### src/rtl/tlpt_pkg.sv
// ----------------------------------------------------------------------------
// Tilted lidar point transform package
// Shared types, register codes and the CORDIC arctangent table.
// ----------------------------------------------------------------------------
`default_nettype none

package tlpt_pkg;

    localparam int CW       = 36;
    localparam int ZW       = 34;
    localparam int ATAN_LEN = 24;

    localparam logic [29:0] GAIN_Q30 = 30'd652032874;

    localparam logic [2:0] REG_RANGE_MIN = 3'd0;
    localparam logic [2:0] REG_RANGE_MAX = 3'd1;
    localparam logic [2:0] REG_START     = 3'd2;
    localparam logic [2:0] REG_STEP      = 3'd3;
    localparam logic [2:0] REG_CAL_ROLL  = 3'd4;
    localparam logic [2:0] REG_CAL_PITCH = 3'd5;
    localparam logic [2:0] REG_CAL_YAW   = 3'd6;

    typedef logic signed [CW-1:0] t_coord;

    typedef struct packed {
        logic        valid;
        logic        last;
        logic [15:0] range;
        logic [15:0] beam;
        logic [15:0] tilt;
    } t_item;

    typedef struct packed {
        logic        valid;
        logic        last;
        logic [15:0] tilt;
        t_coord      third;
    } t_side;

    typedef struct packed {
        logic empty;
        logic full;
    } t_qstat;

    function automatic logic signed [ZW-1:0] atan_turn(input int idx);
        logic signed [ZW-1:0] v;
        unique case (idx)
            0:  v = 34'sh20000000;
            1:  v = 34'sh12E4051E;
            2:  v = 34'sh09FB385B;
            3:  v = 34'sh051111D4;
            4:  v = 34'sh028B0D43;
            5:  v = 34'sh0145D7E1;
            6:  v = 34'sh00A2F61E;
            7:  v = 34'sh00517C55;
            8:  v = 34'sh0028BE53;
            9:  v = 34'sh00145F2F;
            10: v = 34'sh000A2F98;
            11: v = 34'sh000517CC;
            12: v = 34'sh00028BE6;
            13: v = 34'sh000145F3;
            14: v = 34'sh0000A2FA;
            15: v = 34'sh0000517D;
            16: v = 34'sh000028BE;
            17: v = 34'sh0000145F;
            18: v = 34'sh00000A30;
            19: v = 34'sh00000518;
            20: v = 34'sh0000028C;
            21: v = 34'sh00000146;
            22: v = 34'sh000000A3;
            23: v = 34'sh00000051;
            default: v = '0;
        endcase
        return v;
    endfunction

endpackage

`default_nettype wire

### src/rtl/tlpt_front.sv
// ----------------------------------------------------------------------------
// Tilted lidar point transform front end
// Checks a sample against the limits and forms its beam angle.
// ----------------------------------------------------------------------------
`default_nettype none

module tlpt_front import tlpt_pkg::*; #(
    parameter int MAX_SAMPLES = 4096
) (
    input  wire logic        i_finite,
    input  wire logic [15:0] i_range,
    input  wire logic [11:0] i_index,
    input  wire logic [15:0] i_tilt,
    input  wire logic        i_last,
    input  wire logic [15:0] i_range_min,
    input  wire logic [15:0] i_range_max,
    input  wire logic [15:0] i_start,
    input  wire logic [15:0] i_step,
    output t_item            o_item
);

    logic [31:0] prod;
    logic        ok;

    always_comb begin
        prod = {20'b0, i_index} * {16'b0, i_step};
        ok = i_finite && (i_range >= i_range_min) && (i_range <= i_range_max)
            && ({20'b0, i_index} < 32'(MAX_SAMPLES));
        o_item.valid = ok;
        o_item.last  = i_last;
        o_item.range = ok ? i_range : 16'b0;
        o_item.beam  = i_start + prod[15:0];
        o_item.tilt  = i_tilt;
    end

endmodule

`default_nettype wire

### config.mk
export PLATFORM = sky130hd
export DESIGN_NAME = tlpt_front
export DESIGN_NICKNAME = d
export VERILOG_FILES = /design/src/rtl/tlpt_pkg.sv /design/src/rtl/tlpt_front.sv
export SDC_FILE = /design/constraint.sdc
export NUM_CORES = 1
export LEC_CHECK = 0
export BUFFER_PORTS_ARGS = -buffer_cell sky130_fd_sc_hd__buf_4
export CAP_MARGIN = 20
export CORE_MARGIN = 4
export CORE_UTILIZATION = 30
export DETAILED_ROUTE_END_ITERATION = 6
export GPL_TIMING_DRIVEN = 0
export SYNTH_ARGS = -nofsm -noshare
export SYNTH_HDL_FRONTEND = slang
export SYNTH_SLANG_ARGS = --single-unit
### constraint.sdc
create_clock -name vclk -period 5
set_input_delay 0 -clock vclk [all_inputs]
set_output_delay 0 -clock vclk [all_outputs]
set_load 0.01 [all_outputs]
Yosys cells after proc, flatten, opt, wreduce, memory -nomap -nowiden
Index checks and enable logic that the tools add are counted.
{ "totals": {"reg_bits": 0, "input_bits": 110, "output_inout_bits": 50, "wordCells": 7} }
{ "op_classes": {"add_sub_neg": 1, "n_mul": 1, "order_cmp": 2, "n_mux": 1, "n_reduce_logical": 2} }
{ "ops": {"columns": ["op", "count"], "rows": [
  ["$add A16 B16 Y16", 1],
  ["$ge A16 B16 Y1", 1],
  ["$le A16 B16 Y1", 1],
  ["$mul A12 B16 Y16", 1],
  ["$mux W16", 1],
  ["$logic_and A1 B1 Y1", 2]
]} }

Longest topological paths before layout
Gate-level depths: netlist of the first run.
{ "logic_depth": {"ltp_word": 4, "depth_mapped": 19, "depth_no_buf": 18} }

Worst setup path before layout of the first run
Ideal clock, no wire load.
{ "synth_timing": {"kind": "input -> output", "start": "in i_index[3]", "end": "out o_item[30] (netlist bit)", "arrival_ps": 4118, "required_ps": 5000, "slack_ps": 882, "stages": 17, "n_path_buf": 1, "cell_sequence": "clkbuf_1 -> nand2_1 -> fa_1 -> inv_1 -> fa_1 -> inv_1 -> fa_1 -> inv_1 -> fa_1 -> inv_1 -> fa_1 -> inv_1 -> ha_1 -> and4_1 -> a31oi_1 -> a31oi_1 -> xor2_1"} }
{ "synth_rtl": {"columns": ["element", "line_no", "source"], "rows": [
  ["start: declaration", "tlpt_front.sv:12", "input wire logic [11:0] i_index,"],
  ["end: declaration", "tlpt_front.sv:19", "output t_item o_item"]
]} }

==> summary.md, run 1 <==
| Metric | Value |
|---|---|
| Total of max-cap violations | 0 |
| Share of layout cells above drive strength 1 | 0.229 |
| Largest family of logic cells by synthesized area | adder cells |
| Area Overhead vs Synth | 25.4% |
| PD cells | approximately 500 nW/µm² |
| CTS Hold Bufs | 0 |
| # diodes | 0 |
| Seq cells | 0 |
| Max FO, Critical Path | 10 |
| Die Ht | ~140 µm |
| Post-synthesis xor/xnor area fraction | 0.0561 |
| Slew Viols, Final | 0 |
| Setup Fix Bufs, Post-CTS | 0 |
| Worst-margin pin slew | 0.643 ns |
| Mapped Nets | approximately 900 |
| CP arrival | 4.68 ns |
| Simple-Gate Fraction of Synth Area | 0.188 |
| Post-synth top cells | inv_1, fa_1, nand2_1, ha_1, and2_1 |
| WHS | approximately 0.18 ns |
| Syn Inst Count | between 600 and 700 |
| Fin crit share | 0.936 |
| Via/cell ratio | 4.35 |
| Endpoints failing setup | 0 |
| Req. time, crit path | 5.00 ns |
| Register area share after synthesis | 0 |
| RSZ-0062 raised after global routing | no |
| Post-route DRC violation count | 0 |
| Worst VDD drop | around 0.00040 V |
| Fmax | 0.214 GHz |
| Total GRT Usage | 0.134 |
| Area of all sequential standard cells | 0 µm² |
| DRT antenna net count | 0 |
| Vias in the first global route | 4332 |
| Placer Congestion | 0.831 |
| Synth area leader | fa_1 |
| Initial core utilization | 0.309 |
| Drt initial violations | 150 |
| IO Pins | 160 |
| Post-synthesis mux area share | 0 |
| Initial antenna violation count | 0 |
| Synthesis Warnings | 0 |
| Critical Path Sink Type | output port |
| Top cell type's share of synthesized area | 0.357 |
| Outcome | finished, final reports clean |
| Post-synthesis compound-gate area fraction | 0.0655 |
| Clock buffers | 0 |
| PostCTS Resize Cnt | 0 |
| Final Hold Fails | 0 |
| Die area | ~19000 µm² |
| Final wirelength | 13000 µm |
| Final Critical Period | around 4.7 ns |
| Crit path kind | in2out |
| Worst Setup Start Kind | primary input |
| Input/output buffers | 139 |
| Layout Nets | 1034 |
| Total grt overflow | 0 |
| First drt pass iteration count | 4 |
| Ranking of synthesized cells by area | fa_1, ha_1, inv_1 |
| Post-synthesis cell type count | 38 |
| Chip Width | 139 µm |
| Pleak | 3.49 nW |
| Num rows | 47 |
| Most numerous cell in the Yosys netlist | inv_1 |
| Cell Area, Synth | 5160 µm² |
| Total Neg Setup Slack | 0 ns |
| First-pass GRT wire length | around 22000 µm |
| Via count | 4259 |
| Largest net degree at the start of global routing | 11 |
| Post-DP HPWL | 11800 µm |
| Syn_area_per_cell | 8.26 µm² |
| Core ar. | roughly 17000 µm² |
| DR WL/cell | 13.2 µm |
| Min-delay worst type | in2out |
| Slew HR | 0.571 |
| Synth Area in Adders | 0.527 |
==> power by group <==
part / internal [mW] / total, mW / leakage (nW) / switching (mW)
clock network: 0 / 0 / 0 / 0
registers: 0 / 0 / 0 / 0
logic: 1.55 / 3.23 / 3.49 / 1.68
total: 1.55 / 3.23 / 3.49 / 1.68
==> worst paths after layout <==
path                   start    endpoint  slack, ns  depth (start not counted)
setup / recovery  i_index[4]  o_item[30]       0.32                         19
hold / removal     i_tilt[3]   o_item[3]       0.18                          2
==> layer usage <==
metal,GRT usage,vias up,part of all wire
li1,-,2127,-
met1,0.183,2042,0.44
met2,0.246,82,0.51
met3,0.00241,8,0.032
met4,0.0129,0,0.013
met5,0,-,0
==> layout make-up <==
class | instances | area, µm²
Inverter | 166 | 623
Fill cell | 1761 | 10200
Buffer | 34 | 210
Tap cell | 220 | 275
Multi-Input combinational cell | 421 | 4310
Timing Repair Buffer | 139 | 1040
==> metrics by stage <==
stage / power [mW] / std cells / cell area [µm²] / utilization / worst slack [ns]
final: 3.23 / 980 / 6460 / 0.387 / 0.318
after CTS: 3.32 / 983 / 6470 / 0.388 / 0.0770
after global placement: 3.26 / 983 / 6470 / 0.388 / 0.173
after floorplan: 2.09 / 624 / 5160 / - / 0.882
after global routing: 3.65 / 980 / 6460 / 0.387 / 0.0420
after detailed placement: 3.30 / 983 / 6470 / 0.388 / 0.0997
==> worst max-delay path, cell delays in order <==
cell      delay (ns)
buf_4           0.10
clkbuf_1        0.42
nand2_1         0.15
fa_1            0.51
inv_1           0.05
fa_1            0.49
inv_1           0.05
fa_1            0.53
inv_1           0.05
fa_1            0.47
inv_1           0.05
fa_1            0.47
inv_1           0.04
ha_1            0.35
and4_1          0.23
a31oi_1         0.27
a31oi_1         0.15
xor2_1          0.16
buf_4           0.15
==> cells by family after synthesis <==
group / Yosys count
AOI/OAI and AO/OA: 50
xor gates and xnor gates: 33
adders and majority gates: 162
buffers and inverters: 203
and+or+nand+nor: 176
==> cell usage in the layout, fill, tap and decap left out, drive strengths merged, types with 10 or more instances in the layout <==
cell / n
a21o: 12
a21oi: 14
and2: 54
buf: 161
clkbuf: 12
fa: 92
ha: 70
inv: 165
nand2: 79
nor2: 10
nor4b: 15
o21ai: 12
xnor2: 26
No activity file was read; power rests on OpenSTA's default activity.
==> run 2, diff against run 1 <==
Settings changed: REMOVE_ABC_BUFFERS from default to 1.
==> run 2 against run 1 <==
Net effect: sequential share of layout area stayed put; worst setup slack improved by 0.15 ns; die area stayed put; total power grew 1.4%; via count down 4.9%; final cell count is 4.8% lower; hold slack worse by 0.18 ns; first-iteration DRC count shrank 27%; critical path type unchanged; highest routed layer unchanged.
==> summary.md, run 2 (same netlist as run 1, synthesis figures left out) <==
| Metric | Value |
|---|---|
| Area Overhead vs Synth | 19.4% |
| Slew HR | 0.319 (-0.252) |
| IO Pins | 160 (unchanged) |
| Fin area | 6160 µm² (-4.8%) |
| Post-route DRC violation count | 0 (unchanged) |
| Layout Nets | 987 (-4.5%) |
| First drt pass iteration count | 4 (unchanged) |
| Die area | 19300 µm² (unchanged) |
| Critical Path Sink Type | output port |
| Final Hold Fails | 0 (unchanged) |
| # diodes | 0 (unchanged) |
| Num rows | 47 (unchanged) |
| Chip Width | 139 µm (unchanged) |
| Setup Fix Bufs, Post-CTS | 0 (unchanged) |
| Largest net degree at the start of global routing | 18 (+7) |
| Initial core utilization | 0.309 (unchanged) |
| CP arrival | 4.53 ns (-0.15 ns) |
| Area of all sequential standard cells | 0 µm² (unchanged) |
| Input/output buffers | 126 (-9.4%) |
| Via/cell ratio | 4.34 (-0.14%) |
| Fin crit share | 0.906 (-0.0300) |
| First-pass GRT wire length | 20800 µm (-3.8%) |
| DR WL/cell | 13.1 µm (-0.65%) |
| PostCTS Resize Cnt | 0 (unchanged) |
| Worst Setup Start Kind | primary input |
| Slew Viols, Final | 0 (unchanged) |
| Placer Congestion | 0.763 (-8.1%) |
| Clock buffers | 0 (unchanged) |
| Overall power | 3.28 mW (+1.4%) |
| Min-delay worst type | in2out |
| Drt initial violations | 110 (-27%) |
| Vias in the first global route | 4247 (-2.0%) |
| Worst-margin pin slew | 1.02 ns (+0.379 ns) |
| Commonest non-fill, non-tap cell in the layout | inv_1 |
| Fmax | 0.221 GHz (+3.3%) |
| Worst VDD drop | 0.000528 V (+33%) |
| Max FO, Critical Path | 16 (+6) |
| Outcome | finished, final reports clean |
| Total Neg Setup Slack | 0 ns (unchanged) |
| Via count | 4049 (-4.9%) |
| Most frequent cells in the layout | inv_1, buf_4, fa_1 |
| Post-DP HPWL | 10900 µm (-8.1%) |
| Req. time, crit path | 5.00 ns (about the same) |
| Final Critical Period | 4.53 ns (-0.150 ns) |
| RSZ-0062 raised after global routing | no |
| Total of max-cap violations | 0 (unchanged) |
| CTS Hold Bufs | 0 (unchanged) |
| Core ar. | 16700 µm² (unchanged) |
| Pleak | 3.30 nW (-5.3%) |
| Total grt overflow | 0 (unchanged) |
| Crit path kind | in2out |
| Total GRT Usage | 0.126 (-0.00800) |
| Die Ht | 139 µm (unchanged) |
| Initial antenna violation count | 0 (unchanged) |
| Fill count | 1798 (+2.1%) |
| Endpoints failing setup | 0 (unchanged) |
| PD cells | 532 nW/µm² (+6.4%) |
| Final wirelength | 12300 µm (-5.4%) |
| Seq cells | 0 (unchanged) |
| DRT antenna net count | 0 (unchanged) |
| Share of layout cells above drive strength 1 | 0.194 (-0.0354) |
| Area post-placement | 6160 µm² (-4.9%) |
==> run 2: layer usage <==
metal / global-route usage / vias to the layer above / routed length [µm]
met5: 0 / - / 0
met4: 0.00103 / 0 / 12
met3: 0.0124 / 2 / 433
met2: 0.229 / 71 / 6260
met1: 0.173 / 1938 / 5550
li1: - / 2038 / -
==> run 2: worst max-delay path: stages <==
cell and delay, ns:
buf_4 0.17, and2_1 0.17, fa_1 0.53, inv_1 0.05, fa_1 0.47, inv_1 0.05
fa_1 0.50, inv_1 0.05, fa_1 0.49, fa_1 0.49, inv_1 0.04, ha_1 0.37
o21ai_1 0.14, a21oi_1 0.28, o21ai_1 0.18, o21ai_0 0.23, xnor2_1 0.14, buf_4 0.15
==> run 2: metrics by stage <==
step                       util  hold slack [ns]  setup slack (ns)  cells
after floorplan               -                0              1.10    587
after global routing      0.369        0.0000865             0.116    933
after CTS                 0.369         0.000173             0.411    933
final                     0.369         0.000105             0.468    933
after detailed placement  0.369         0.000173             0.417    933
after global placement    0.369         0.000173             0.421    933
==> run 2: layout make-up <==
cell class | instances | area [µm²] | area share
multi-input cells | 421 | 4310 | 0.700
repair buffers | 126 | 946 | 0.154
inverters | 166 | 623 | 0.101
well taps | 220 | 275 | 0.0447
==> run 2: path summary, 6_finish.rpt <==
check | slack (ns) | startpoint | endpoint | depth (start not counted)
worst min-delay path | 0.0001 | i_tilt[0] | o_item[0] | 0
worst max-delay path | 0.47 | i_index[0] | o_item[31] | 18
==> run 2: power by group <==
part / internal, mW / leakage, nW / switching [mW]
clock network: 0 / 0 / 0
logic: 1.53 / 3.30 / 1.75
registers: 0 / 0 / 0
total: 1.53 / 3.30 / 1.75
