===== config.mk =====
export PLATFORM = sky130hd
export DESIGN_NAME = tlpt_queue
export DESIGN_NICKNAME = d
export VERILOG_FILES = /design/src/rtl/tlpt_pkg.sv /design/src/rtl/tlpt_queue.sv
export SDC_FILE = /design/constraint.sdc
export NUM_CORES = 1
export LEC_CHECK = 0
export BUFFER_PORTS_ARGS = -buffer_cell sky130_fd_sc_hd__buf_2
export CAP_MARGIN = 25
export CORE_ASPECT_RATIO = 1.2
export CORE_MARGIN = 2
export CORE_UTILIZATION = 40
export CTS_CLUSTER_SIZE = 25
export DETAILED_ROUTE_END_ITERATION = 7
export PLACE_DENSITY = 0.6
export SKIP_CTS_REPAIR_TIMING = 1
export SLEW_MARGIN = 20
export SYNTH_ARGS = -nofsm -noshare
export SYNTH_HDL_FRONTEND = slang
export SYNTH_SLANG_ARGS = --single-unit

===== constraint.sdc =====
create_clock -name i_clk -period 4.1 [get_ports i_clk]
set_input_delay 0.41 -clock i_clk [delete_from_list [all_inputs] [get_ports i_clk]]
set_output_delay 0.41 -clock i_clk [all_outputs]
set_load 0.02 [all_outputs]

===== src/rtl/tlpt_pkg.sv =====
// ----------------------------------------------------------------------------
// Tilted lidar point transform package
// Shared types, register codes and the CORDIC arctangent table.
// ----------------------------------------------------------------------------
`default_nettype none

package tlpt_pkg;

    localparam int CW       = 36;
    localparam int ZW       = 34;
    localparam int ATAN_LEN = 24;

    localparam logic [29:0] GAIN_Q30 = 30'd652032874;

    localparam logic [2:0] REG_RANGE_MIN = 3'd0;
    localparam logic [2:0] REG_RANGE_MAX = 3'd1;
    localparam logic [2:0] REG_START     = 3'd2;
    localparam logic [2:0] REG_STEP      = 3'd3;
    localparam logic [2:0] REG_CAL_ROLL  = 3'd4;
    localparam logic [2:0] REG_CAL_PITCH = 3'd5;
    localparam logic [2:0] REG_CAL_YAW   = 3'd6;

    typedef logic signed [CW-1:0] t_coord;

    typedef struct packed {
        logic        valid;
        logic        last;
        logic [15:0] range;
        logic [15:0] beam;
        logic [15:0] tilt;
    } t_item;

    typedef struct packed {
        logic        valid;
        logic        last;
        logic [15:0] tilt;
        t_coord      third;
    } t_side;

    typedef struct packed {
        logic empty;
        logic full;
    } t_qstat;

    function automatic logic signed [ZW-1:0] atan_turn(input int idx);
        logic signed [ZW-1:0] v;
        unique case (idx)
            0:  v = 34'sh20000000;
            1:  v = 34'sh12E4051E;
            2:  v = 34'sh09FB385B;
            3:  v = 34'sh051111D4;
            4:  v = 34'sh028B0D43;
            5:  v = 34'sh0145D7E1;
            6:  v = 34'sh00A2F61E;
            7:  v = 34'sh00517C55;
            8:  v = 34'sh0028BE53;
            9:  v = 34'sh00145F2F;
            10: v = 34'sh000A2F98;
            11: v = 34'sh000517CC;
            12: v = 34'sh00028BE6;
            13: v = 34'sh000145F3;
            14: v = 34'sh0000A2FA;
            15: v = 34'sh0000517D;
            16: v = 34'sh000028BE;
            17: v = 34'sh0000145F;
            18: v = 34'sh00000A30;
            19: v = 34'sh00000518;
            20: v = 34'sh0000028C;
            21: v = 34'sh00000146;
            22: v = 34'sh000000A3;
            23: v = 34'sh00000051;
            default: v = '0;
        endcase
        return v;
    endfunction

endpackage

`default_nettype wire


===== src/rtl/tlpt_queue.sv =====
// ----------------------------------------------------------------------------
// Tilted lidar point transform queue
// Two-entry queue between the front end and the rotation pipeline.
// ----------------------------------------------------------------------------
`default_nettype none

module tlpt_queue import tlpt_pkg::*; (
    input  wire logic  i_clk,
    input  wire logic  i_rst_n,
    input  wire logic  i_wr,
    input  t_item      i_item,
    input  wire logic  i_rd,
    output t_item      o_item,
    output t_qstat     o_stat
);

    t_item      r_mem [2];
    logic       r_wp;
    logic       r_rp;
    logic [1:0] r_cnt;

    always_ff @(posedge i_clk) begin
        if (!i_rst_n) begin
            r_wp  <= 1'b0;
            r_rp  <= 1'b0;
            r_cnt <= 2'd0;
        end else begin
            if (i_wr) begin
                r_wp <= ~r_wp;
            end
            if (i_rd) begin
                r_rp <= ~r_rp;
            end
            r_cnt <= r_cnt + 2'(i_wr) - 2'(i_rd);
        end
    end

    always_ff @(posedge i_clk) begin
        if (i_wr) begin
            r_mem[r_wp] <= i_item;
        end
    end

    assign o_item       = r_mem[r_rp];
    assign o_stat.empty = (r_cnt == 2'd0);
    assign o_stat.full  = (r_cnt == 2'd2);

endmodule

`default_nettype wire


Word level (Yosys, flattened, before mapping)
Memory sizes are Yosys's and may differ from the RTL's. A register that Yosys moved wholly into a read port is not among the register bits.
Cells that the tools add are included.
{"block": "totals", "mem_bits_rw": 100, "inputBits": 54, "mem_count": 1, "output_inout_bits": 52, "regBits": 4, "wordCells": 14}
{"block": "op_classes", "n_reduce_logical": 1, "n_eq_ne": 1, "bitwise": 2, "n_mux": 4, "add_sub_neg": 2}
{"memory": "r_mem", "words": 2, "word_bits": 50, "read_ports": 1, "rd_clocked_by_memory_dff": 1, "wr": 1, "line": "tlpt_queue.sv:17", "text": "t_item r_mem [2];"}
{"operator": "$mux 1", "n": 4}
{"operator": "$add 2x1->2", "n": 1}
{"operator": "$eq 2x2->1 const B", "n": 1}
{"operator": "$logic_not 2->1", "n": 1}
{"operator": "$not 1->1", "n": 2}
{"operator": "$sub 2x1->2", "n": 1}

Depth between registers and ports, before layout
Gate-level depths: netlist (run 1).
{"block": "logic_depth", "word_depth": 3, "mapped_depth": 6, "ltp_nobuf": 6}

Worst setup path after synthesis (run 1)
No wires, ideal clock.
{"block": "synth_path", "path_kind": "input port to flip-flop", "startpoint": "input port i_wr", "endpoint": "memory r_mem[0][0] in the netlist's numbering (enable)", "setup_ps": 465, "arrival_ps": 2657, "cell_stages": 1, "slack_ps": 978, "n_path_buf": 0, "required_ps": 3635, "cell_sequence": "nor2b_1"}
{"block": "synth_via", "elab_chain_cells": 2}
{"item": "start: declaration", "line": "tlpt_queue.sv:10", "text": "input wire logic i_wr,"}
{"item": "$mux 1", "line": "tlpt_queue.sv:39", "text": "if (i_wr) begin"}
{"item": "$mux 1 (not written as such)", "line": "tlpt_queue.sv:40", "text": "r_mem[r_wp] <= i_item;"}
{"item": "end: declaration", "line": "tlpt_queue.sv:17"}
Every way passes these cells.

==> metrics.cfg, run 1 <==
[run_status]
status = completed

[detailed_routing]
dr.first_iter.drc_count = 69
vias = 1917
ant_nets = 0
routedWlPerCell_um = 15.4
wl_um = 6490
drt_pass1_iterations = 4
avgViaCountPerCell = 4.55
drc = 0

[power_and_ir_drop]
switching_power_mw = 0.538
swShare = 0.230
pwr-share-seq = 0.549
p_comb_frac = 0.132
ir_drop_uv = 201
static-leakage-power_nw = 1.98
p_int_mw = 1.80
total_power_mw = 2.34
p_clk_frac = 0.320
pwr_density_cell_mw_per_mm2 = 472

[worst_setup_path]
crit_required_ps = 3690
arrival_ps = 1880
path_max_fanout = 50
setup.worst_path.class = reg -> out
end_kind = output pin
start_kind = flop
worstPathCellList = mux2_4, buf_2
path_delay_family = flip-flops
path_buf_inv = 1
cpPeakStageDelay_ps = 990
cp_slowest_cell = dfxtp_4

[placement]
dpl.hpwl_um = 4180
gp_congestion = 0.652
dp.cells = 404
io_buffers = 105

[floorplanning]
core_area_mm2 = 0.0100
row_count = 40
boundaryPins = 106
start_util = 0.409
die_h_um = 115
dieArea_mm2 = 0.0111
die_w_um = 96.3

[sta]
finalHoldViolCount = 0
clock.fmax_ghz = 0.436
rsz0062_at_grt = no
min_period_ps = 2290
worst_pin_slew_ps = 957
final-setup-viol-count = 0
skew_ps = 4.49
final.setup.tns_ps = 0
maxSlewHeadroom = 0.362
maxSlewViolCount = 0
whs_ps = 257
min_period_over_period = 0.559

[final_layout]
seq_area_mm2 = 0.00311
final_nets = 345
drive_above_1_share = 0.592
finalNonFillerCells = 421
syn_to_final_growth_pct = 21.1
filler_cell_count = 847
multi_input_area_um2 = 877
post-route-util = 0.495

[clock_tree]
numCtsBuffers = 9
clockBufferDepth = 2
h-tree-depth = 3
cts_tree = built
path_clk_slew_ps = 60
insertion_delay_ps = 340
cts_root_buf = clkbuf_16
cts_sinks = 105

[yosys]
ys_ff_latch = 105
syn_inst = 177
synth_nets = 233
ys_seq_area_frac = 0.759
synth_area_mm2 = 0.00409
syn_avg_cell_area_um2 = 23.1
synth_cell_types = 13
yosys_warnings = 0

[grt]
groute.usage.overall = 0.122
overflow = 0
first_global_vias = 1973
grt_max_degree = 51
antenna_found_initial = 1
grt_pass1_wl_um = 9630

[run]
maxCapViolCount = 0

[hold_path]
hold_class = in -> reg

## Yosys cell counts
cell	number	area [µm²]
nor2_1	1	3.75
edfxtp_1	100	3000
mux2_4	50	751
nor2b_1	4	25.0
xor2_1	1	8.76
dfxtp_1	5	100
and2_1	4	25.0
xnor3_1	1	22.5
buf_12	5	100
inv_1	2	7.51
o21a_1	1	7.51
ha_1	2	25.0
buf_6	1	11.3
## power by group through the flow
| stage | Combinational [mW] | Clock (mW) | Sequential, mW |
|---|---|---|---|
| 2_1_floorplan | 0.253 | 0 | 1.28 |
| 3_3_place_gp | 0.311 | 0 | 1.30 |
| 3_5_place_dp | 0.314 | 0 | 1.31 |
| 4_1_cts | 0.315 | 0.776 | 1.28 |
| 5_1_grt | 0.329 | 0.813 | 1.29 |
| 6_report | 0.308 | 0.747 | 1.28 |
## cells in the final DEF (no fill, tap or decap)
master	netlist	routed
buf_2	0	105
edfxtp_1	100	100
mux2_4	50	50
clkbuf_16	0	9
dfxtp_1	5	4
nor2b_1	4	3
and2_1	4	3
clkinv_2	0	3
inv_1	2	2
ha_1	2	2
clkinvlp_4	0	2
clkinv_1	0	2
buf_4	0	2
diode_2	0	1
and2_2	0	1
xor2_1	1	1
nor2_1	1	1
nor2b_4	0	1
o21a_1	1	1
xnor3_1	1	1
dfxtp_4	0	1
## state kept, by name (all words and copies together), names as in the netlist, named ones only
register and flops:
r_rp 1, r_mem 100, r_wp 1, r_cnt 2
## cell type report
class                   count  area share
multi-input cells          64       0.177
diodes                      1    0.000505
clock inverters             7     0.00758
inverters                   2     0.00152
clock buffers               9      0.0455
well taps                 126      0.0318
repair buffers            107       0.109
flip-flops and latches    105       0.627
## per-stage QoR
| step | instance area, µm² | setup WS (ps) |
|---|---|---|
| after CTS | 4950 | 1760 |
| final | 4950 | 1810 |
| after global placement | 4690 | 2080 |
| after floorplan | 4090 | 978 |
| after detailed placement | 4690 | 2050 |
| after global routing | 4950 | 1720 |
## layer usage
metal,GRT usage,wire length [µm],part of all wire,vias to the layer above
li1,-,-,-,913
met5,0,0,0,-
met2,0.203,3530,0.54,56
met4,0.0751,141,0.022,0
met3,0.0295,307,0.047,12
met1,0.140,2510,0.39,936
## cells by family (layout without fill, tap and decap cells)
kind of cell / Yosys count / after routing / share of synthesized area
AO/OA/AOI/OAI: 1 / 1 / 0.00184
XOR/XNOR: 2 / 2 / 0.00765
adder cells (fa/ha/maj): 2 / 2 / 0.00612
buffers and inverters: 8 / 125 / 0.0291
flip-flops: 105 / 105 / 0.759
multiplexers: 50 / 50 / 0.184
other: 0 / 1 / 0
AND/OR/NAND/NOR: 9 / 9 / 0.0132
## final timing paths
path	startpoint	end	slack, ps	cells after the start
hold / removal	i_item[17]	r_mem[1][17]$_DFFE_PP_	260	1
setup reg to reg	r_wp$_SDFFE_PN0P_	r_mem[0][19]$_DFFE_PP_	2360	2
hold reg to reg	r_rp$_SDFFE_PN0P_	flop	580	2
setup / recovery	flop	o_item[9]	1810	2
## worst register-to-register path: cells and delay by family (launching register included)
kind | cells | cell delay, ps
simple gates | 1 | 550
buf+inv | 1 | 490
flops | 1 | 340
Note: power is estimated with default switching activity, not from simulation.
==> run 2, diff against run 1 <==
==> constraint.sdc (replaced) <==
create_clock -name i_clk -period 2.4 [get_ports i_clk]
set_input_delay 0.24 -clock i_clk [delete_from_list [all_inputs] [get_ports i_clk]]
set_output_delay 0.24 -clock i_clk [all_outputs]
set_load 0.02 [all_outputs]
==> run 2 against run 1 <==
  * Clock power increased by 99%
  * Worst hold slack got worse by 170 ps
  * Via count decreased by 0.16%
  * Power increased by 81%
  * Clock-buffer cell count increased by 1
  * Core utilization increased by 0.99 points
  * Sequential share of layout area decreased by 1.2 points
==> metrics.cfg, run 2 (same netlist as run 1, synthesis figures left out) <==
[final_layout]
largest_reg_flops = 100  ; unchanged
n_antenna_cell = 0  ; was 1
drive_above_1_share = 0.591  ; was 0.592
reg_top3 = r_mem: 100 flops, r_cnt: 2 flops  ; unchanged
syn_to_final_growth_pct = 23.6  ; was 21.1%
final_nets = 347  ; was 345
top_register = r_mem  ; unchanged
post-route-util = 0.505  ; was 0.495
layout_common_cells = buf_2, edfxtp_1, mux2_4, clkbuf_16, dfxtp_1  ; unchanged
final_common_cell = buf_2  ; unchanged
filler_cell_count = 866  ; was 847

[hold_path]
whs_path_depth = 1  ; unchanged
hold_class = in -> reg  ; unchanged
hp-start = i_item[32]  ; was i_item[17]
hold_end = r_mem[1][32]$_DFFE_PP_  ; was r_mem[1][17]$_DFFE_PP_

[worst_setup_path]
cp_slowest_cell = dfxtp_4  ; unchanged
rrSetupSlack_ps = 1170  ; was 2360 ps
setup.worst_path.class = reg -> out  ; unchanged
reg2reg_depth = 6  ; was 2
cpPeakStageDelay_ps = 580  ; was 990 ps
start_kind = flop  ; unchanged
r2r-start = r_cnt[0]$_SDFF_PN0_  ; was r_wp$_SDFFE_PN0P_
end_kind = output pin  ; unchanged
path_max_fanout = 23  ; was 50
r2r-end = r_cnt[1]$_SDFF_PN0_  ; was r_mem[0][19]$_DFFE_PP_
worstPathCellList = buf_12, mux2_4, buf_2  ; was mux2_4, buf_2
arrival_ps = 1690  ; was 1880 ps
path_delay_family = flip-flops  ; unchanged
path_buf_inv = 2  ; was 1
crit_required_ps = 2160  ; was 3690 ps

[sta]
whs_ps = 87.6  ; was 257 ps
clock.fmax_ghz = 0.518
rsz0062_at_grt = no  ; unchanged
final-setup-viol-count = 0  ; unchanged
finalHoldViolCount = 0  ; unchanged
timing.final.ws_setup_ps = 470  ; was 1810 ps
maxSlewHeadroom = 0.757  ; was 0.362
min_period_over_period = 0.804
maxSlewViolCount = 0  ; unchanged
worst_pin_slew_ps = 364  ; was 957 ps
skew_ps = 3.13  ; was 4.49 ps
final.setup.tns_ps = 0  ; unchanged
min_period_ps = 1930

[placement]
gp_congestion = 0.688  ; was 0.652
io_buffers = 105  ; unchanged
place_ws_ps = 796  ; was 2050 ps
dpl.hpwl_um = 4270  ; was 4180 µm

[detailed_routing]
routedWlPerCell_um = 15.5  ; was 15.4 µm
ant_nets = 0  ; unchanged
drc = 0  ; unchanged
drt_pass1_iterations = 3  ; was 4
dr.first_iter.drc_count = 42  ; was 69
avgViaCountPerCell = 4.54  ; was 4.55
wl_um = 6560  ; was 6490 µm
vias = 1914  ; was 1,917

[grt]
first_global_vias = 1970  ; was 1,973
grt_max_degree = 52  ; was 51
overflow = 0  ; unchanged
antenna_found_initial = 0  ; was 1
grt_pass1_wl_um = 9810  ; was 9630 µm
groute.usage.overall = 0.123  ; was 0.122

[clock_tree]
clockBufferDepth = 2  ; unchanged
insertion_delay_ps = 340  ; about the same
cts_root_buf = clkbuf_16  ; unchanged
numCtsBuffers = 9  ; unchanged
path_clk_slew_ps = 60  ; about the same
cts_tree = built  ; unchanged
cts_sinks = 105  ; unchanged
h-tree-depth = 3  ; unchanged

[floorplanning]
dieArea_mm2 = 0.0111  ; unchanged
boundaryPins = 106  ; unchanged
core_area_mm2 = 0.0100  ; unchanged
die_h_um = 115  ; unchanged
row_count = 40  ; unchanged
start_util = 0.409  ; unchanged
die_w_um = 96.3  ; unchanged

[power_and_ir_drop]
pwr_density_cell_mw_per_mm2 = 835  ; was 472 mW/mm²
ir_drop_uv = 398  ; was 201 µV
static-leakage-power_nw = 2.02  ; was 1.98 nW

[run_status]
status = completed  ; unchanged

[run]
maxCapViolCount = 0  ; unchanged

## run 2: how the worst max path moves through the flow
stage,to,slack [ps],cells after the start
finish,o_item[14],470,3
global route,o_item[48],390,3
CTS,o_item[8],420,3
detailed placement,o_item[8],800,3
global placement,o_item[14],810,3
floorplan,r_mem[0][0]$_DFFE_PP_,340,1
## run 2: final cells by class
class,instances,area (µm²),area share
well taps,126,158,0.0312
multi-input cells,64,877,0.174
clock buffers,10,229,0.0453
flip-flops and latches,105,3110,0.615
clock inverters,6,82.6,0.0163
inverters,2,7.51,0.00149
repair buffers,109,593,0.117
## run 2: power breakdown
group	total (mW)	switching (mW)	internal, mW	leakage (nW)
combinational	0.567	0.291	0.277	0.891
sequential	2.16	0.0450	2.12	0.981
clock	1.49	0.587	0.906	0.144
## run 2: metal layers
metal	global-route usage	up-vias	wire length, µm
met5	0	-	0
met4	0.0620	0	124
met3	0.0380	9	409
met2	0.204	60	3420
met1	0.142	930	2610
li1	-	915	-
## run 2: stage by stage
stage                     cell area [µm²]  instances  power (mW)
after CTS                            5050        422        4.28
after floorplan                      4090        177        2.61
after global routing                 5050        422        4.38
after detailed placement             4740        406        2.78
final                                5050        422        4.22
after global placement               4740        406        2.77
==> run 3, diff against run 2 <==
--- a/config.mk
+++ b/config.mk
@@ -12,7 +12,7 @@
 export CORE_UTILIZATION = 40
 export CTS_CLUSTER_SIZE = 25
 export DETAILED_ROUTE_END_ITERATION = 7
-export PLACE_DENSITY = 0.6
+export PLACE_DENSITY = 0.63
 export SKIP_CTS_REPAIR_TIMING = 1
 export SLEW_MARGIN = 20
 export SYNTH_ARGS = -nofsm -noshare
==> constraint.sdc (replaced) <==
create_clock -name i_clk -period 1.7 [get_ports i_clk]
set_input_delay 0.17 -clock i_clk [delete_from_list [all_inputs] [get_ports i_clk]]
set_output_delay 0.17 -clock i_clk [all_outputs]
set_load 0.02 [all_outputs]
==> run 3 against run 2 <==
  * Worst hold slack worse by 72 ps
  * First-iteration DRC count is 29% higher
  * Wire length is 2.5% lower
  * Critical endpoint is now o_item[26]
  * Largest cell class unchanged
  * Highest routed layer unchanged
==> metrics.cfg, run 3 (same netlist as run 1, synthesis figures left out) <==
[grt]
antenna_found_initial = 0  ; unchanged
grt_pass1_wl_um = 9430  ; was 9810 µm
grt_max_degree = 34  ; was 52
first_global_vias = 1941  ; was 1,970
overflow = 0  ; unchanged
groute.usage.overall = 0.118  ; was 0.123

[clock_tree]
numCtsBuffers = 9  ; unchanged
path_clk_slew_ps = 70  ; was 60 ps
cts_sinks = 105  ; unchanged
clockBufferDepth = 2  ; unchanged
insertion_delay_ps = 340  ; about the same
cts_tree = built  ; unchanged
cts_root_buf = clkbuf_16  ; unchanged
h-tree-depth = 3  ; unchanged

[sta]
min_period_over_period = 0.972
whs_ps = 15.2  ; was 87.6 ps
maxSlewViolCount = 0  ; unchanged
min_period_ps = 1650
worst_pin_slew_ps = 436  ; was 364 ps
clock.fmax_ghz = 0.605
skew_ps = 6.88  ; was 3.13 ps
finalHoldViolCount = 0  ; unchanged
final-setup-viol-count = 0  ; unchanged
final.setup.tns_ps = 0  ; unchanged
rsz0062_at_grt = no  ; unchanged
maxSlewHeadroom = 0.709  ; was 0.757

[power_and_ir_drop]
pwr_density_cell_mw_per_mm2 = 1190  ; was 835 mW/mm²
ir_drop_uv = 602  ; was 398 µV
static-leakage-power_nw = 2.04  ; was 2.02 nW
total_power_mw = 6.01  ; was 4.22 mW

[floorplanning]
boundaryPins = 106  ; unchanged
die_h_um = 115  ; unchanged
row_count = 40  ; unchanged
start_util = 0.409  ; unchanged
die_w_um = 96.3  ; unchanged
core_area_mm2 = 0.0100  ; unchanged
dieArea_mm2 = 0.0111  ; unchanged

[detailed_routing]
dr.first_iter.drc_count = 54  ; was 42
drc = 0  ; unchanged
ant_nets = 0  ; unchanged
routedWlPerCell_um = 15.1  ; was 15.5 µm
vias = 1935  ; was 1,914
drt_pass1_iterations = 4  ; was 3
wl_um = 6400  ; was 6560 µm
avgViaCountPerCell = 4.56  ; was 4.54

[hold_path]
hold_class = in -> reg  ; unchanged
hp-start = i_item[17]  ; was i_item[32]

[final_layout]
drive_above_1_share = 0.604  ; was 0.591
final_common_cell = buf_2  ; unchanged
top_register = r_mem  ; unchanged
reg_top3 = r_mem: 100 flops, r_cnt: 2 flops  ; unchanged
filler_cell_count = 887  ; was 866
n_antenna_cell = 0  ; unchanged
post-route-util = 0.506  ; was 0.505
syn_to_final_growth_pct = 23.9  ; was 23.6%
final_nets = 349  ; was 347
largest_reg_flops = 100  ; unchanged
layout_common_cells = buf_2, edfxtp_1, mux2_4, clkbuf_16, dfxtp_1  ; unchanged

[worst_setup_path]
setup.worst_path.class = reg -> out  ; unchanged
r2r-start = r_cnt[0]$_SDFF_PN0_  ; unchanged
crit_required_ps = 1530  ; was 2160 ps
arrival_ps = 1480  ; was 1690 ps
start_kind = flop  ; unchanged
end_kind = output pin  ; unchanged
path_max_fanout = 33  ; was 23

[placement]
gp_congestion = 0.676  ; was 0.688
dpl.hpwl_um = 4270  ; about the same
io_buffers = 105  ; unchanged

[run_status]
status = completed  ; unchanged

[run]
maxCapViolCount = 0  ; unchanged

## run 3: cell count changes in the layout (fill, tap and decap cells not counted)
cell        delta
clkinv_2       +3
buf_4          +2
clkinv_1       -2
buf_12         -1
buf_6          +1
clkbuf_1       -1
clkinvlp_4     -1
inv_8          +1
## run 3: critical path: stages, from the launching register on
cell and delay (ps):
dfxtp_4 360, buf_12 240, mux2_4 340, buf_2 160
## run 3: area by class of cell
type | count | area, µm² | share of cell area
Sequential cell | 105 | 3110 | 0.613
Inverter | 2 | 7.51 | 0.00148
Timing Repair Buffer | 111 | 599 | 0.118
Clock buffer | 9 | 225 | 0.0444
Multi-Input combinational cell | 64 | 877 | 0.173
Clock inverter | 7 | 93.8 | 0.0185
Tap cell | 126 | 158 | 0.0311
## run 3: worst paths after layout
check                           cells after the start                      to  slack, ps
worst max-delay path                                3              o_item[26]         50
worst min-delay path                                1  r_mem[0][17]$_DFFE_PP_         20
worst max register to register                      6     r_cnt[1]$_SDFF_PN0_        450
worst min register to register                      2       r_rp$_SDFFE_PN0P_        590
## run 3: routing by layer
metal	track usage	vias up	routed length, µm
met2	0.200	59	3300
met3	0.0236	10	327
met4	0.0751	0	174
met1	0.136	944	2600
met5	0	-	0
li1	-	922	-
## run 3: power by group
group | internal, mW | switching [mW]
clock | 1.29 | 0.871
combinational | 0.391 | 0.426
sequential | 2.99 | 0.0433
## run 3: metrics by stage
| stage | std cells | instance area [µm²] | setup WS (ps) |
|---|---|---|---|
| floorplan | 177 | 4100 | 195 |
| global route | 424 | 5070 | 11.9 |
| global placement | 408 | 4740 | 372 |
| CTS | 424 | 5060 | -5.83 |
| finish | 424 | 5070 | 47.2 |
| detailed placement | 408 | 4740 | 369 |
